## src/rfn_pkg.sv

```systemverilog
// Shared widths, sequencing constants and interface structs for the residual frame normalizer.
// No dependencies; every other file in src imports this package.
package rfn_pkg;

    localparam int SAMPLE_W       = 16;
    localparam int COEF_W         = 16;
    localparam int RES_W          = 17;
    localparam int ACC_W          = 38;
    localparam int MAG_W          = 32;
    localparam int RATIO_W        = 16;
    localparam int CFG_W          = 7;
    localparam int MAX_WINDOW_DEF = 64;

    // Ratio is Q8.8, means are Q1.31.
    localparam int RATIO_FRAC = 8;
    localparam int MEAN_FRAC  = MAG_W - 1;

    // Threshold 0.01 is tested as 100 * R > n * 2^31.
    localparam int THR_MUL = 100;
    localparam int THR_W   = ACC_W + 7;

    // Divider numerator holds |residual| * magnitude, the widest dividend.
    localparam int NUM_W  = RES_W + MAG_W;
    localparam int STEP_W = $clog2(NUM_W + 1);

    localparam logic [STEP_W-1:0] MEAN_STEPS  = STEP_W'(ACC_W);
    localparam logic [STEP_W-1:0] RATIO_STEPS = STEP_W'(ACC_W + RATIO_FRAC);
    localparam logic [STEP_W-1:0] SCALE_STEPS = STEP_W'(RES_W);

    typedef struct packed {
        logic              start;
        logic [ACC_W-1:0]  preload;
        logic [NUM_W-1:0]  numer;
        logic [ACC_W-1:0]  divisor;
        logic [STEP_W-1:0] steps;
    } t_div_req;

    typedef struct packed {
        logic             done;
        logic [NUM_W-1:0] quot;
    } t_div_rsp;

    typedef struct packed {
        logic load;
        logic mul;
        logic add;
        logic clear;
    } t_acc_ctrl;

endpackage

```

## src/rfn_accum.sv

```systemverilog
// Windowed magnitude accumulators for residual and original samples.
// Depends on rfn_pkg for widths and the control struct.
module rfn_accum (
    input  logic                         i_clk,
    input  logic                         i_rst_n,
    input  rfn_pkg::t_acc_ctrl           i_ctrl,
    input  logic [rfn_pkg::RES_W-1:0]    i_res_mag,
    input  logic [rfn_pkg::SAMPLE_W-1:0] i_orig_mag,
    input  logic [rfn_pkg::COEF_W-1:0]   i_coef,
    output logic [rfn_pkg::ACC_W-1:0]    o_res_acc,
    output logic [rfn_pkg::ACC_W-1:0]    o_orig_acc
);
    import rfn_pkg::*;

    logic [RES_W-1:0]           r_res_mag;
    logic [SAMPLE_W-1:0]        r_orig_mag;
    logic [COEF_W-1:0]          r_coef;
    logic [RES_W+COEF_W-1:0]    r_res_prod;
    logic [SAMPLE_W+COEF_W-1:0] r_orig_prod;
    logic [ACC_W-1:0]           r_res_acc;
    logic [ACC_W-1:0]           r_orig_acc;

    always_ff @(posedge i_clk) begin
        if (i_ctrl.load) begin
            r_res_mag  <= i_res_mag;
            r_orig_mag <= i_orig_mag;
            r_coef     <= i_coef;
        end
        if (i_ctrl.mul) begin
            r_res_prod  <= r_res_mag * r_coef;
            r_orig_prod <= r_orig_mag * r_coef;
        end
    end

    // Sums wrap at the accumulator width.
    always_ff @(posedge i_clk) begin
        if (!i_rst_n) begin
            r_res_acc  <= '0;
            r_orig_acc <= '0;
        end else if (i_ctrl.clear) begin
            r_res_acc  <= '0;
            r_orig_acc <= '0;
        end else if (i_ctrl.add) begin
            r_res_acc  <= r_res_acc + ACC_W'(r_res_prod);
            r_orig_acc <= r_orig_acc + ACC_W'(r_orig_prod);
        end
    end

    assign o_res_acc  = r_res_acc;
    assign o_orig_acc = r_orig_acc;

endmodule
```

## config.mk

```make
export PLATFORM = sky130hd
export DESIGN_NAME = rfn_accum
export DESIGN_NICKNAME = d
export VERILOG_FILES = /design/src/rfn_pkg.sv /design/src/rfn_accum.sv
export SDC_FILE = /design/constraint.sdc
export NUM_CORES = 2
export LEC_CHECK = 0
export BUFFER_PORTS_ARGS = -buffer_cell sky130_fd_sc_hd__buf_2
export CAP_MARGIN = 10
export CORE_MARGIN = 1
export CORE_UTILIZATION = 59
export CTS_BUF_LIST = sky130_fd_sc_hd__clkbuf_8
export DETAILED_ROUTE_END_ITERATION = 16
export PLACE_DENSITY = 0.8
export SYNTH_ARGS = -nofsm -noshare
export SYNTH_HDL_FRONTEND = slang
export SYNTH_SLANG_ARGS = --single-unit
```

## constraint.sdc

```tcl
create_clock -name i_clk -period 5.73 [get_ports i_clk]
set_input_delay 0.573 -clock i_clk [delete_from_list [all_inputs] [get_ports i_clk]]
set_output_delay 0.573 -clock i_clk [all_outputs]
set_load 0.02 [all_outputs]
```

==> results.md <==
- Number of hold-slack violations in the final timing report: 0
- Number of DRC markers after the initial detailed-route iteration: 1799
- I/O pins: 131
- Cell type of the slowest stage on the worst timing path: sky130_fd_sc_hd__edfxtp_1
- Aggregate routed wire length: 68.2 mm
- Min Clock Period, post-route: 5.97 ns
- Hold buffer count at cts: 0
- DIE WIDTH: 216 um
- Final worst-path setup slack: -0.244 ns
- Cells along the critical path: buf_4 > and2_1 > fa_1 > inv_1 > fa_1 > inv_1 > fa_1 > fa_1 > fa_1 > inv_1 > fa_1 > inv_1 > ha_4 > nand3_2 > nor2_2 > a221o_1 > a22oi_2 > a21oi_2 > nor2b_2 > o311a_1 > nor3_1
- Post-synthesis area per instance: 9.33 um2
- Proportion of synthesized flip-flops having asynchronous set or reset: 0%
- Share of synthesized area occupied by flip-flops and latches: 18.2%
- Clk sink count: 190
- Cells after Synth: 2908
- Met3 wirelength from detailed routing: 4.70 mm
- Detail-routed net length per standard cell: 18.0 um
- Global-route wire length before repair: 111 mm
- Main area contributors after synthesis: sky130_fd_sc_hd__fa_1, sky130_fd_sc_hd__ha_1, sky130_fd_sc_hd__edfxtp_1
- RSZ-0062 raised after global routing: yes
- Top post-synthesis cells by count: sky130_fd_sc_hd__inv_1, sky130_fd_sc_hd__fa_1, sky130_fd_sc_hd__nand2_1, sky130_fd_sc_hd__ha_1, sky130_fd_sc_hd__and2_1
- Nature of the critical path endpoint: flip-flop
- CP Data Arrival Time: 6.39 ns
- Yosys top cell area share: 29.8%
- Critical Path Max Stage Delay: 0.55 ns
- Total cell area at the placement stage: 0.0297 mm2
- Ant. Diodes: 0
- Share of post-route cells with drive strength above 1: 16.8%
- Slew Limit Fails: 0
- Syn-to-layout area delta: 14.5%
- Buf/Inv on CP: 5
- Mux share of post-synthesis cell area: 1.11%
- Worst skew pair latency: 0.59 ns
- Final setup violating endpoints: 24
- Startpoint type of the worst setup path: flip-flop
- Top cell type by total area after synthesis: sky130_fd_sc_hd__fa_1
- Clock slew seen by the registers of the worst setup and hold paths: 0.12 ns
- Finished Cell Area: 0.0310 mm2
- Count of unique library cells instantiated by Yosys: 75
- Number of enable flip-flop cells after synthesis: 114
- Biggest fanout along the worst timing path: 6
- Most used flip-flop cell after synthesis: sky130_fd_sc_hd__edfxtp_1
- Placer Congestion: 0.915
- Worst slew slack as a fraction of its limit: 25.4%
- Outcome: finished with violations
- Achievable Freq: 167 MHz
- Antenna violations before repair: 1
- Dpl hpwl: 54.2 mm
- Count leader, synth: sky130_fd_sc_hd__inv_1
- Largest family of logic cells by synthesized area: adder cells
- Post-Place Cells: 3726
- Met1 WL: 29.2 mm
- Core ar.: 0.0454 mm2
- Crit-path leading delay family: adder cells
- Deepest level of the CTS H-tree: 4
- Number of maximum-capacitance constraint violations: 0
- Layout Nets: 3916
- TritonCTS clock tree: done
- Slew of the pin with the lowest slew margin: 1.12 ns
- Detailed-route DRC error count: 0
- Vias per cell: 5.69
- Class of the tightest hold or removal check: in -> reg
- Buffer type at the clock tree root: sky130_fd_sc_hd__clkbuf_8
- Post-Synthesis Net Count: 3641
- Fin util: 68.4%
- Die Ht: 216 um
- Number of buffers created by CTS: 17
- Post-Synth XOR/XNOR Area: 3.16%
- Starting density of the core: 59.8%
- Number of standard cells in the layout, taps in and fillers out: 3796
- Type of the worst setup path: reg -> reg
- Maximum number of pins on one net before global-route repair: 66
- Total global routing overflow: 0
- Violated checks: setup timing
- Detailed Routing Iterations Pass 1: 6
- Routed vias: 21.6k
- Metal2 WL: 32.5 mm
- Most used cell along the critical path: sky130_fd_sc_hd__fa_1
- Die area: 0.0468 mm2
- Via count of the first global-routing pass: 22.4k
- PortBufs: 130
- Final period utilization: 104%
- Data required time at the worst endpoint: 6.15 ns
- Post-synthesis compound-gate area fraction: 10.6%
- Flop and latch count out of synthesis: 190
- Simple-Gate Fraction of Synth Area: 15.7%
- Number of routed nets with antenna violations: 0
- Post-Synthesis Cell Area: 0.0271 mm2
- FP Rows: 78
- Yosys warns: 0
- Post-Synth Adder-Cell Area: 42.5%
- Gr usage total: 29.8%
- Deepest clock path buffer count: 2
- Top Metal Used: met5
- Layout Skew: 0.0254 ns
-- final timing paths --
check | startpoint | to | slack [ns] | cells after the start
hold / removal | i_coef[3] | r_coef[3]$_DFFE_PP_ | 0.15 | 1
hold reg to reg | o_res_acc[37]$_SDFFE_PP0P_ | o_res_acc[37]$_SDFFE_PP0P_ | 0.49 | 2
setup / recovery | r_res_mag[12]$_DFFE_PP_ | r_res_prod[32]$_DFFE_PP_ | -0.24 | 21
setup reg to reg | r_res_mag[12]$_DFFE_PP_ | r_res_prod[32]$_DFFE_PP_ | -0.24 | 21
-- worst reg2reg max path, cell delays in order, from the launching register on --
cell and delay [ns]:
sky130_fd_sc_hd__edfxtp_1 0.55, sky130_fd_sc_hd__buf_4 0.21, sky130_fd_sc_hd__and2_1 0.16, sky130_fd_sc_hd__fa_1 0.50, sky130_fd_sc_hd__inv_1 0.05, sky130_fd_sc_hd__fa_1 0.48, sky130_fd_sc_hd__inv_1 0.05, sky130_fd_sc_hd__fa_1 0.49
sky130_fd_sc_hd__fa_1 0.52, sky130_fd_sc_hd__fa_1 0.50, sky130_fd_sc_hd__inv_1 0.05, sky130_fd_sc_hd__fa_1 0.48, sky130_fd_sc_hd__inv_1 0.07, sky130_fd_sc_hd__ha_4 0.29, sky130_fd_sc_hd__nand3_2 0.09, sky130_fd_sc_hd__nor2_2 0.13
sky130_fd_sc_hd__a221o_1 0.22, sky130_fd_sc_hd__a22oi_2 0.11, sky130_fd_sc_hd__a21oi_2 0.23, sky130_fd_sc_hd__nor2b_2 0.09, sky130_fd_sc_hd__o311a_1 0.35, sky130_fd_sc_hd__nor3_1 0.18
-- per-layer routing --
metal,global-route usage [%],up-vias
met3,5.11,137
met2,48.2,853
met1,40.7,10600
met5,0,-
li1,-,9962
met4,10.1,2
-- through the flow --
step | setup slack (ns) | hold slack (ns) | TNS, ns
final | -0.244 | 0.146 | -2.68
after global routing | -0.435 | 0.125 | -7.64
after CTS | -0.243 | 0.0904 | -1.85
after detailed placement | -0.398 | 0.482 | -5.99
after global placement | -0.272 | 0.456 | -2.91
after floorplan | -0.132 | 0.542 | -0.368
-- layout by cell type (no fill, tap or decap), types with 15 or more instances in the layout --
cell type                  netlist  final
sky130_fd_sc_hd__buf_4           4    228
sky130_fd_sc_hd__clkbuf_8        0     17
sky130_fd_sc_hd__a31oi_1        21     19
sky130_fd_sc_hd__o21bai_1       15     15
sky130_fd_sc_hd__a21oi_1       118    100
sky130_fd_sc_hd__edfxtp_1      114    114
sky130_fd_sc_hd__o21ai_0        67     53
sky130_fd_sc_hd__nor2_1        105     98
sky130_fd_sc_hd__nand3_1        34     30
sky130_fd_sc_hd__inv_1         477    471
sky130_fd_sc_hd__o211ai_1       16     16
sky130_fd_sc_hd__fa_1          404    393
sky130_fd_sc_hd__a21oi_2         1     16
sky130_fd_sc_hd__nand2_1       365    357
sky130_fd_sc_hd__ha_4            0     16
sky130_fd_sc_hd__a21o_1         62     62
sky130_fd_sc_hd__ha_1          274    257
sky130_fd_sc_hd__nand4_1        24     24
sky130_fd_sc_hd__a211oi_1       23     22
sky130_fd_sc_hd__xnor2_1        68     68
sky130_fd_sc_hd__buf_2           4    130
sky130_fd_sc_hd__nor3_1         28     27
sky130_fd_sc_hd__and2_1        240    230
sky130_fd_sc_hd__xor2_1         30     30
sky130_fd_sc_hd__o21a_1         22     22
sky130_fd_sc_hd__mux2i_1        30     30
sky130_fd_sc_hd__dfxtp_1        76     76
-- cell families (layout without fill, tap and decap cells) --
family          Yosys count  after routing
compound gates          430            430
buf+inv                 606            894
xor+xnor                 98             98
flops                   190            190
simple gates            876            876
mux                      30             30
fa+ha+maj               678            678
-- layout make-up --
cell class / instances / area [um2]
Inverter: 478 / 1790
Timing Repair Buffer: 384 / 2760
Sequential cell: 190 / 4940
Multi-Input combinational cell: 2112 / 20400
Clock buffer: 17 / 234
Fill cell: 3361 / 14300
Clock inverter: 15 / 155
Tap cell: 600 / 751
-- state kept, by name, indices dropped and copies added, names as in the netlist --
signal       flops
r_res_prod      33
r_coef          16
r_res_mag       17
o_res_acc       38
o_orig_acc      38
r_orig_prod     32
r_orig_mag      16
-- repair_timing --
action	in CTS	in global routing
setup endpoints to repair	26	34
pin swaps	27	24
gates resized for setup	68	67
endpoints found under the hold margin	0	0
setup buffers	22	17
Power is left out: the tool's default activity adds up to more than one toggle a clock period on the data nets, which glitch-free logic cannot reach.
