$ cat src/rfn_pkg.sv
// Shared widths, sequencing constants and interface structs for the residual frame normalizer.
// No dependencies; every other file in src imports this package.
package rfn_pkg;

    localparam int SAMPLE_W       = 16;
    localparam int COEF_W         = 16;
    localparam int RES_W          = 17;
    localparam int ACC_W          = 38;
    localparam int MAG_W          = 32;
    localparam int RATIO_W        = 16;
    localparam int CFG_W          = 7;
    localparam int MAX_WINDOW_DEF = 64;

    // Ratio is Q8.8, means are Q1.31.
    localparam int RATIO_FRAC = 8;
    localparam int MEAN_FRAC  = MAG_W - 1;

    // Threshold 0.01 is tested as 100 * R > n * 2^31.
    localparam int THR_MUL = 100;
    localparam int THR_W   = ACC_W + 7;

    // Divider numerator holds |residual| * magnitude, the widest dividend.
    localparam int NUM_W  = RES_W + MAG_W;
    localparam int STEP_W = $clog2(NUM_W + 1);

    localparam logic [STEP_W-1:0] MEAN_STEPS  = STEP_W'(ACC_W);
    localparam logic [STEP_W-1:0] RATIO_STEPS = STEP_W'(ACC_W + RATIO_FRAC);
    localparam logic [STEP_W-1:0] SCALE_STEPS = STEP_W'(RES_W);

    typedef struct packed {
        logic              start;
        logic [ACC_W-1:0]  preload;
        logic [NUM_W-1:0]  numer;
        logic [ACC_W-1:0]  divisor;
        logic [STEP_W-1:0] steps;
    } t_div_req;

    typedef struct packed {
        logic             done;
        logic [NUM_W-1:0] quot;
    } t_div_rsp;

    typedef struct packed {
        logic load;
        logic mul;
        logic add;
        logic clear;
    } t_acc_ctrl;

endpackage

$ cat src/rfn_divider.sv
// Shared restoring divider, one quotient bit per cycle, with a preloaded partial remainder.
// Depends on rfn_pkg for widths and the request and response structs.
module rfn_divider (
    input  logic              i_clk,
    input  logic              i_rst_n,
    input  rfn_pkg::t_div_req i_req,
    output rfn_pkg::t_div_rsp o_rsp
);
    import rfn_pkg::*;

    logic [ACC_W-1:0]  r_rem;
    logic [NUM_W-1:0]  r_num;
    logic [NUM_W-1:0]  r_quot;
    logic [ACC_W-1:0]  r_div;
    logic [STEP_W-1:0] r_left;
    logic              r_busy;
    logic              r_done;

    logic [ACC_W:0]   trial;
    logic             n_bit;
    logic [ACC_W-1:0] n_rem;

    // The partial remainder stays below the divisor, so one compare and subtract per bit.
    always_comb begin
        trial = {r_rem, r_num[NUM_W-1]};
        n_bit = (trial >= {1'b0, r_div});
        if (n_bit) begin
            n_rem = ACC_W'(trial - {1'b0, r_div});
        end else begin
            n_rem = trial[ACC_W-1:0];
        end
    end

    always_ff @(posedge i_clk) begin
        if (!i_rst_n) begin
            r_busy <= 1'b0;
            r_done <= 1'b0;
        end else begin
            r_done <= r_busy && (r_left == STEP_W'(1));
            if (i_req.start) begin
                r_busy <= 1'b1;
            end else if (r_busy && (r_left == STEP_W'(1))) begin
                r_busy <= 1'b0;
            end
        end
    end

    always_ff @(posedge i_clk) begin
        if (i_req.start) begin
            r_rem  <= i_req.preload;
            r_num  <= i_req.numer;
            r_div  <= i_req.divisor;
            r_left <= i_req.steps;
            r_quot <= '0;
        end else if (r_busy) begin
            r_rem  <= n_rem;
            r_num  <= {r_num[NUM_W-2:0], 1'b0};
            r_quot <= {r_quot[NUM_W-2:0], n_bit};
            r_left <= r_left - STEP_W'(1);
        end
    end

    assign o_rsp.done = r_done;
    assign o_rsp.quot = r_quot;

endmodule

$ cat config.mk
export PLATFORM = sky130hd
export DESIGN_NAME = rfn_divider
export DESIGN_NICKNAME = d
export VERILOG_FILES = /design/src/rfn_pkg.sv /design/src/rfn_divider.sv
export SDC_FILE = /design/constraint.sdc
export NUM_CORES = 1
export LEC_CHECK = 0
export CELL_PAD_IN_SITES_DETAIL_PLACEMENT = 1
export CELL_PAD_IN_SITES_GLOBAL_PLACEMENT = 2
export CORE_AREA = 3 3 154 156
export CTS_CLUSTER_SIZE = 25
export DETAILED_ROUTE_END_ITERATION = 12
export DIE_AREA = 0 0 157 159
export DONT_BUFFER_PORTS = 1
export PLACE_DENSITY_LB_ADDON = 0.1
export SYNTH_ARGS = -nofsm -noshare
export SYNTH_HDL_FRONTEND = slang
export SYNTH_SLANG_ARGS = --single-unit
$ cat constraint.sdc
create_clock -name i_clk -period 5.66 [get_ports i_clk]
set_input_delay 0.283 -clock i_clk [delete_from_list [all_inputs] [get_ports i_clk]]
set_output_delay 0.283 -clock i_clk [all_outputs]
set_load 0.01 [all_outputs]
==> summary.md, run 1 <==
| Metric | Value |
|---|---|
| Status | finished clean |
| Layout cells sized above 1 | 11.3% |
| Hpwl dp | 17,500 um |
| Syn-to-layout area delta | 11.9% |
| Htree depth | 4 |
| WP data arrival | 3.86 ns |
| Main synth FF type | edfxtp_1 |
| Post-Syn Area | 9890 um2 |
| Capturing point of the worst reg2reg path | r_rem[22]$_DFFE_PP_ |
| Resize count post-CTS | 0 |
| Syn. warnings | 0 |
| Seq/Total Area, Yosys | 50.1% |
| First-pass GRT wire length | 41,100 um |
| Final hold viol count | 0 |
| Mean post-synth cell area | 10.9 um2 |
| Synth async-reset ratio | 0% |
| Placement Cell Area | 10,000 um2 |
| Residual DRC | 0 |
| CP cell instances | ha_1, and4_4, and3_1, nand2_1, nor4_1, a311o_1, a2111oi_4, buf_4, a21o_1, o21ai_0 |
| Syn nets | 1,082 |
| Synth top area share | 39.8% |
| Die Ht | 159 um |
| Setup_tns | 0 ns |
| Core ar. | 22,500 um2 |
| # rows | 55 |
| VDD IR max | 157 uV |
| Total Routed Length | 25,900 um |
| Worst skew pair latency | 0.44 ns |
| Via count | 7,019 |
| Crit path max fanout | 40 |
| Post-route ant nets | 0 |
| Achievable Freq | 270 MHz |
| Top Ports | 184 |
| Max_cap viols | 0 |
| Clock skew | 0.0211 ns |
| Post-CTS setup buffers | 0 |
| Clk buf depth | 2 |
| Post-synth top area cell | edfxtp_1 |
| Max Slew Vio Count | 0 |
| Commonest non-fill, non-tap cell in the layout | edfxtp_1 |
| Clk slew on worst S/H paths | 0.08 ns |
| FF-to-FF path depth | 10 |
| PortBufs | 0 |
| Hold Path Depth | 1 |
| Full die area | 25,000 um2 |
| Crit Path Category | reg -> reg |
| Starting Density | 44.0% |
| Slew @ Worst Pin | 0.930 ns |
| Hold Crit Endpoint | r_num[0]$_SDFFCE_PN0P_ |
| HP Start | i_req[44] |
| Crit path max-delay cell type | a21o_1 |
| Synth Instances | 907 |
| Unrepaired setup endpoints after global routing | no |
| Fin crit period | 3.71 ns |
| Setup violators final | 0 |
| Die W | 157 um |
| Area contributors post-synth | edfxtp_1 (40%), dfxtp_1 (10%), mux2_2 (5.6%), ha_1 (5.1%), mux2i_1 (5.1%) |
| Initial antenna violation count | 2 |
| Ant diodes | 0 |
| Met1 Use GR | 25.7% |
| Leak | 4.26 nW |
| Fin crit share | 65.5% |
| Gr ovfl total | 0 |
| Slowest stage delay, CP | 0.52 ns |
| Finished Cell Area | 11,100 um2 |
| Leading cell types in the layout, fill and taps excluded | edfxtp_1 (131), nor2_1 (73), nand2_1 (70), a21oi_1 (57) |
| 1st-pass router iterations | 4 |
| Startpoint types | register |
| Routed length per instance | 21.3 um |
| M3 GR Usage | 6.09% |
| Gpl congestion | 0.870 |
| 1st-iter DRT viols | 354 |
| Worst Hold Class | in -> reg |
| Largest net degree at the start of global routing | 127 |
| GRT Total Usage | 20.5% |
| Reg2Reg Launch Point | r_rem[22]$_DFFE_PP_ |
| Via-to-Cell Ratio | 5.77 |
| CTS root buf | clkbuf_16 |
| Synth cell types | 58 |
| Worst slew margin | 37.5% |
| CTS tree | yes |
| Synthesis-stage register bit count | 182 |
| Vias in the first global route | 7,715 |
| GRT met2 Usage | 34.7% |
| CP endpoint kind | register |
| CP top delay family | compound AO/OA/AOI/OAI gates |
| Pwr Density | 403 nW/um2 |
| CTS sink count | 182 |
| Worst R2R Setup Slack | 1.95 ns |
| Post-CTS Hold Buffers | 41 |
| Number of synthesized flops with an enable pin | 131 |
| Num CTS Buffers | 17 |
| CP bufs+invs | 1 |
| Busiest grt layer | met2 |
| Layout Nets | 1,094 |
| Req. time, crit path | 5.82 ns |
-- synth_stat cells, types with 12 or more instances --
| cell | number |
|---|---|
| nor2b_1 | 12 |
| o211ai_1 | 14 |
| nor3_1 | 12 |
| inv_1 | 48 |
| edfxtp_1 | 131 |
| a21oi_1 | 57 |
| xnor2_1 | 17 |
| and2_1 | 16 |
| nor2_1 | 73 |
| nand4_1 | 28 |
| mux2_2 | 49 |
| buf_2 | 13 |
| dfxtp_1 | 51 |
| nand2_1 | 70 |
| a21o_1 | 24 |
| o21ai_0 | 32 |
| xor2_1 | 17 |
| mux2i_1 | 50 |
| clkbuf_1 | 27 |
| ha_1 | 40 |
-- stage by stage --
step	hold WS, ns	power [mW]	utilization (%)	setup slack [ns]	cells
2_1_floorplan	0.382	2.90	-	2.83	907
5_1_grt	0.0265	4.74	49.2	1.73	1217
3_5_place_dp	0.382	3.23	44.6	1.97	1144
6_report	0.0453	4.46	49.2	1.95	1217
4_1_cts	0.00337	4.51	49.2	1.98	1217
3_3_place_gp	0.382	3.20	44.6	2.13	1144
-- where the power goes --
group          switching [mW]  internal, mW
registers              0.0810          1.64
logic                   0.926         0.612
clock network           0.607         0.600
-- how the worst max path moves through the flow --
stage	startpoint	end	slack [ns]	cells after the start
CTS	r_rem[22]$_DFFE_PP_	r_rem[22]$_DFFE_PP_	1.98	10
global route	r_rem[22]$_DFFE_PP_	r_rem[33]$_DFFE_PP_	1.73	10
detailed placement	r_rem[22]$_DFFE_PP_	r_rem[29]$_DFFE_PP_	1.97	10
global placement	r_rem[22]$_DFFE_PP_	r_rem[32]$_DFFE_PP_	2.13	10
finish	r_rem[22]$_DFFE_PP_	r_rem[22]$_DFFE_PP_	1.95	10
floorplan	r_rem[30]$_DFFE_PP_	r_rem[0]$_DFFE_PP_	2.83	11
-- registers in the layout (all words and copies together), names as in the netlist --
register / flops
r_left: 6
r_rem: 38
r_num: 49
r_div: 38
r_busy: 1
r_quot: 49
r_done: 1
-- per-layer routing --
metal  vias up  share of wire (%)
met5         -              0.089
met4         4                1.2
met3        26                5.9
met2       146                 50
met1      3459                 43
li1       3384                  -
-- layout make-up --
class / count / area [um2]
multi-input combinational: 623 / 4510
clock buffer: 18 / 429
timing repair buffer: 47 / 473
tap: 285 / 357
fill: 2386 / 11400
inverter: 48 / 180
clock inverter: 14 / 165
sequential: 182 / 4960
-- kinds of logic (layout without fill, tap and decap cells) --
| kind of cell | Yosys count | count (layout) | share of synthesized area, % |
|---|---|---|---|
| AND/OR/NAND/NOR | 249 | 249 | 12.0 |
| AO/OA/AOI/OAI | 200 | 200 | 14.7 |
| flip-flops | 182 | 182 | 50.1 |
| buffers and inverters | 102 | 127 | 4.38 |
| multiplexers | 99 | 99 | 10.6 |
| adder cells (fa/ha/maj) | 41 | 41 | 5.26 |
| XOR/XNOR | 34 | 34 | 3.01 |
No activity file was read; power rests on OpenSTA's default activity.
==> run 2, diff against run 1 <==
--- a/config.mk
+++ b/config.mk
@@ -7,10 +7,10 @@
 export LEC_CHECK = 0
 export CELL_PAD_IN_SITES_DETAIL_PLACEMENT = 1
 export CELL_PAD_IN_SITES_GLOBAL_PLACEMENT = 2
-export CORE_AREA = 3 3 154 156
+export CORE_AREA = 3 3 168 170
 export CTS_CLUSTER_SIZE = 25
 export DETAILED_ROUTE_END_ITERATION = 12
-export DIE_AREA = 0 0 157 159
+export DIE_AREA = 0 0 171 173
 export DONT_BUFFER_PORTS = 1
 export PLACE_DENSITY_LB_ADDON = 0.1
 export SYNTH_ARGS = -nofsm -noshare
==> constraint.sdc (replaced) <==
create_clock -name i_clk -period 3.4 [get_ports i_clk]
set_input_delay 0.17 -clock i_clk [delete_from_list [all_inputs] [get_ports i_clk]]
set_output_delay 0.17 -clock i_clk [all_outputs]
set_load 0.01 [all_outputs]
==> summary.md, run 2 (synthesis results as in run 1) <==
| Metric | Value |
|---|---|
| Top Ports | 184 |
| Via count | 7,576 |
| Hpwl dp | 19,800 um |
| Worst R2R Setup Slack | 0.23 ns |
| Crit path capture | r_rem[7]$_DFFE_PP_ |
| Post-route ant nets | 0 |
| Crit path top cell by count | buf_12 |
| VDD IR max | 320 uV |
| Die W | 171 um |
| Leading cell types in the layout, fill and taps excluded | edfxtp_1 (131), dlygate4sd3_1 (120), nor2_1 (73), nand2_1 (70), a21oi_1 (57) |
| Finished Cell Area | 12,300 um2 |
| Critical path depth | 12 |
| Max Slew Vio Count | 0 |
| Clock skew | 0.0113 ns |
| Achievable Freq | 316 MHz |
| Reg area | 4960 um2 |
| GRT Total Usage | 20.2% |
| Clk slew on worst S/H paths | 0.08 ns |
| CP cell instances | ha_1, and4_4, and3_1, nand2_1, nor4_1, a311o_1, a2111oi_4, buf_4, buf_12, a21o_1, buf_12, o211ai_1 |
| Core ar. | 26,900 um2 |
| Final hold viol count | 0 |
| Initial antenna violation count | 3 |
| Fill cell count | 2,869 |
| Gr ovfl total | 0 |
| Final cell count without fillers | 1,395 |
| Leak | 4.81 nW |
| Residual DRC | 0 |
| Crit path max fanout | 17 |
| Req. time, crit path | 3.58 ns |
| Htree depth | 4 |
| Biggest regs | r_num (49), r_quot (49) |
| 1st-pass router iterations | 4 |
| Startpoint types | register |
| Setup violators final | 0 |
| Full die area | 29,600 um2 |
| CTS tree | yes |
| WP data arrival | 3.34 ns |
| Via-to-Cell Ratio | 5.43 |
| Die Ht | 173 um |
| Crit path from | r_rem[21]$_DFFE_PP_ |
| CTS sink count | 182 |
| PortBufs | 0 |
| Vias in the first global route | 8,341 |
| FF-to-FF path depth | 12 |
| Total Routed Length | 30,200 um |
| Worst slew margin | 33.2% |
| Worst Hold Class | in -> reg |
| Status | finished clean |
| CP top delay family | compound AO/OA/AOI/OAI gates |
| Fin crit share | 93.1% |
| Starting Density | 36.8% |
| Setup_tns | 0 ns |
| Placed insts | 1,236 |
| Fin crit period | 3.17 ns |
| Routed length per instance | 21.6 um |
| Crit Path Category | reg -> reg |
| Area of the multi-input gates | 4510 um2 |
| Num CTS Buffers | 17 |
| Max_cap viols | 0 |
| Commonest non-fill, non-tap cell in the layout | edfxtp_1 |
| Pwr Density | 640 nW/um2 |
| Layout Nets | 1,213 |
| Clk buf depth | 2 |
| 1st-iter DRT viols | 375 |
| Gpl congestion | 0.859 |
| Largest net degree at the start of global routing | 105 |
| Placement Cell Area | 10,400 um2 |
| First-pass GRT wire length | 47,300 um |
| # rows | 60 |
| CTS root buf | clkbuf_16 |
| Layout cells sized above 1 | 13.8% |
| Crit path max-delay cell type | edfxtp_1 |
| CP bufs+invs | 3 |
| Worst skew pair latency | 0.43 ns |
| Slew @ Worst Pin | 0.999 ns |
| Capturing point of the worst reg2reg path | r_rem[7]$_DFFE_PP_ |
| Syn-to-layout area delta | 24.4% |
| Slowest stage delay, CP | 0.41 ns |
| Reg2Reg Launch Point | r_rem[21]$_DFFE_PP_ |
| CP endpoint kind | register |
run 2: changes by cell type in the layout (fill, tap and decap cells not counted), sizes merged:
cell,delta
dlygate4sd3,+80
buf,+39
diode,+3
run 2: worst min path at each step:
stage | start | to | cells past startpoint | slack (ns)
CTS | i_req[131] | r_rem[3]$_DFFE_PP_ | 1 | 0.006
global placement | i_req[17] | r_div[11]$_DFFE_PP_ | 0 | 0.27
global route | i_req[124] | r_rem[31]$_DFFE_PP_ | 1 | 0.01
floorplan | i_req[6] | r_div[0]$_DFFE_PP_ | 0 | 0.27
finish | i_req[131] | r_rem[3]$_DFFE_PP_ | 1 | 0.03
detailed placement | i_req[19] | r_div[13]$_DFFE_PP_ | 0 | 0.27
run 2: per-layer routing:
layer  share of wire [%]  global-route usage (%)  vias to the layer above
met4                 1.6                    5.30                        0
met3                 5.4                    4.80                       22
met5                   0                       0                        -
li1                    -                       -                     3618
met1                  45                    25.8                     3762
met2                  49                    34.2                      174
run 2: repair_timing:
action,in CTS,in global routing
hold buffers,123,0
setup buffers,0,1
endpoints found under the hold margin,205,0
endpoints found under the setup margin,0,20
resized for setup,0,2
run 2: through the flow:
stage | power (mW) | utilization [%] | setup WS [ns] | hold WS, ns
5_1_grt | 8.33 | 45.8 | -0.00364 | 0.00955
2_1_floorplan | 4.83 | - | 0.566 | 0.269
3_3_place_gp | 5.65 | 38.8 | 0.236 | 0.269
6_report | 7.87 | 45.8 | 0.235 | 0.0285
4_1_cts | 7.93 | 45.7 | 0.0953 | 0.00612
3_5_place_dp | 5.70 | 38.8 | 0.137 | 0.269
run 2: area by class of cell:
class | count | area share (%)
Inverter | 48 | 1.46
Clock inverter | 14 | 1.24
Clock buffer | 18 | 3.49
Sequential cell | 182 | 40.3
Multi-Input combinational cell | 623 | 36.7
Timing Repair Buffer | 166 | 13.3
Antenna cell | 3 | 0.0610
Tap cell | 341 | 3.47
run 2: report_power, final:
part	internal (mW)	switching [mW]	leakage, nW	total [mW]
Combinational	1.30	1.68	2.79	2.98
Clock	0.996	1.03	0.289	2.03
Sequential	2.72	0.143	1.73	2.86
Total	5.01	2.86	4.81	7.87
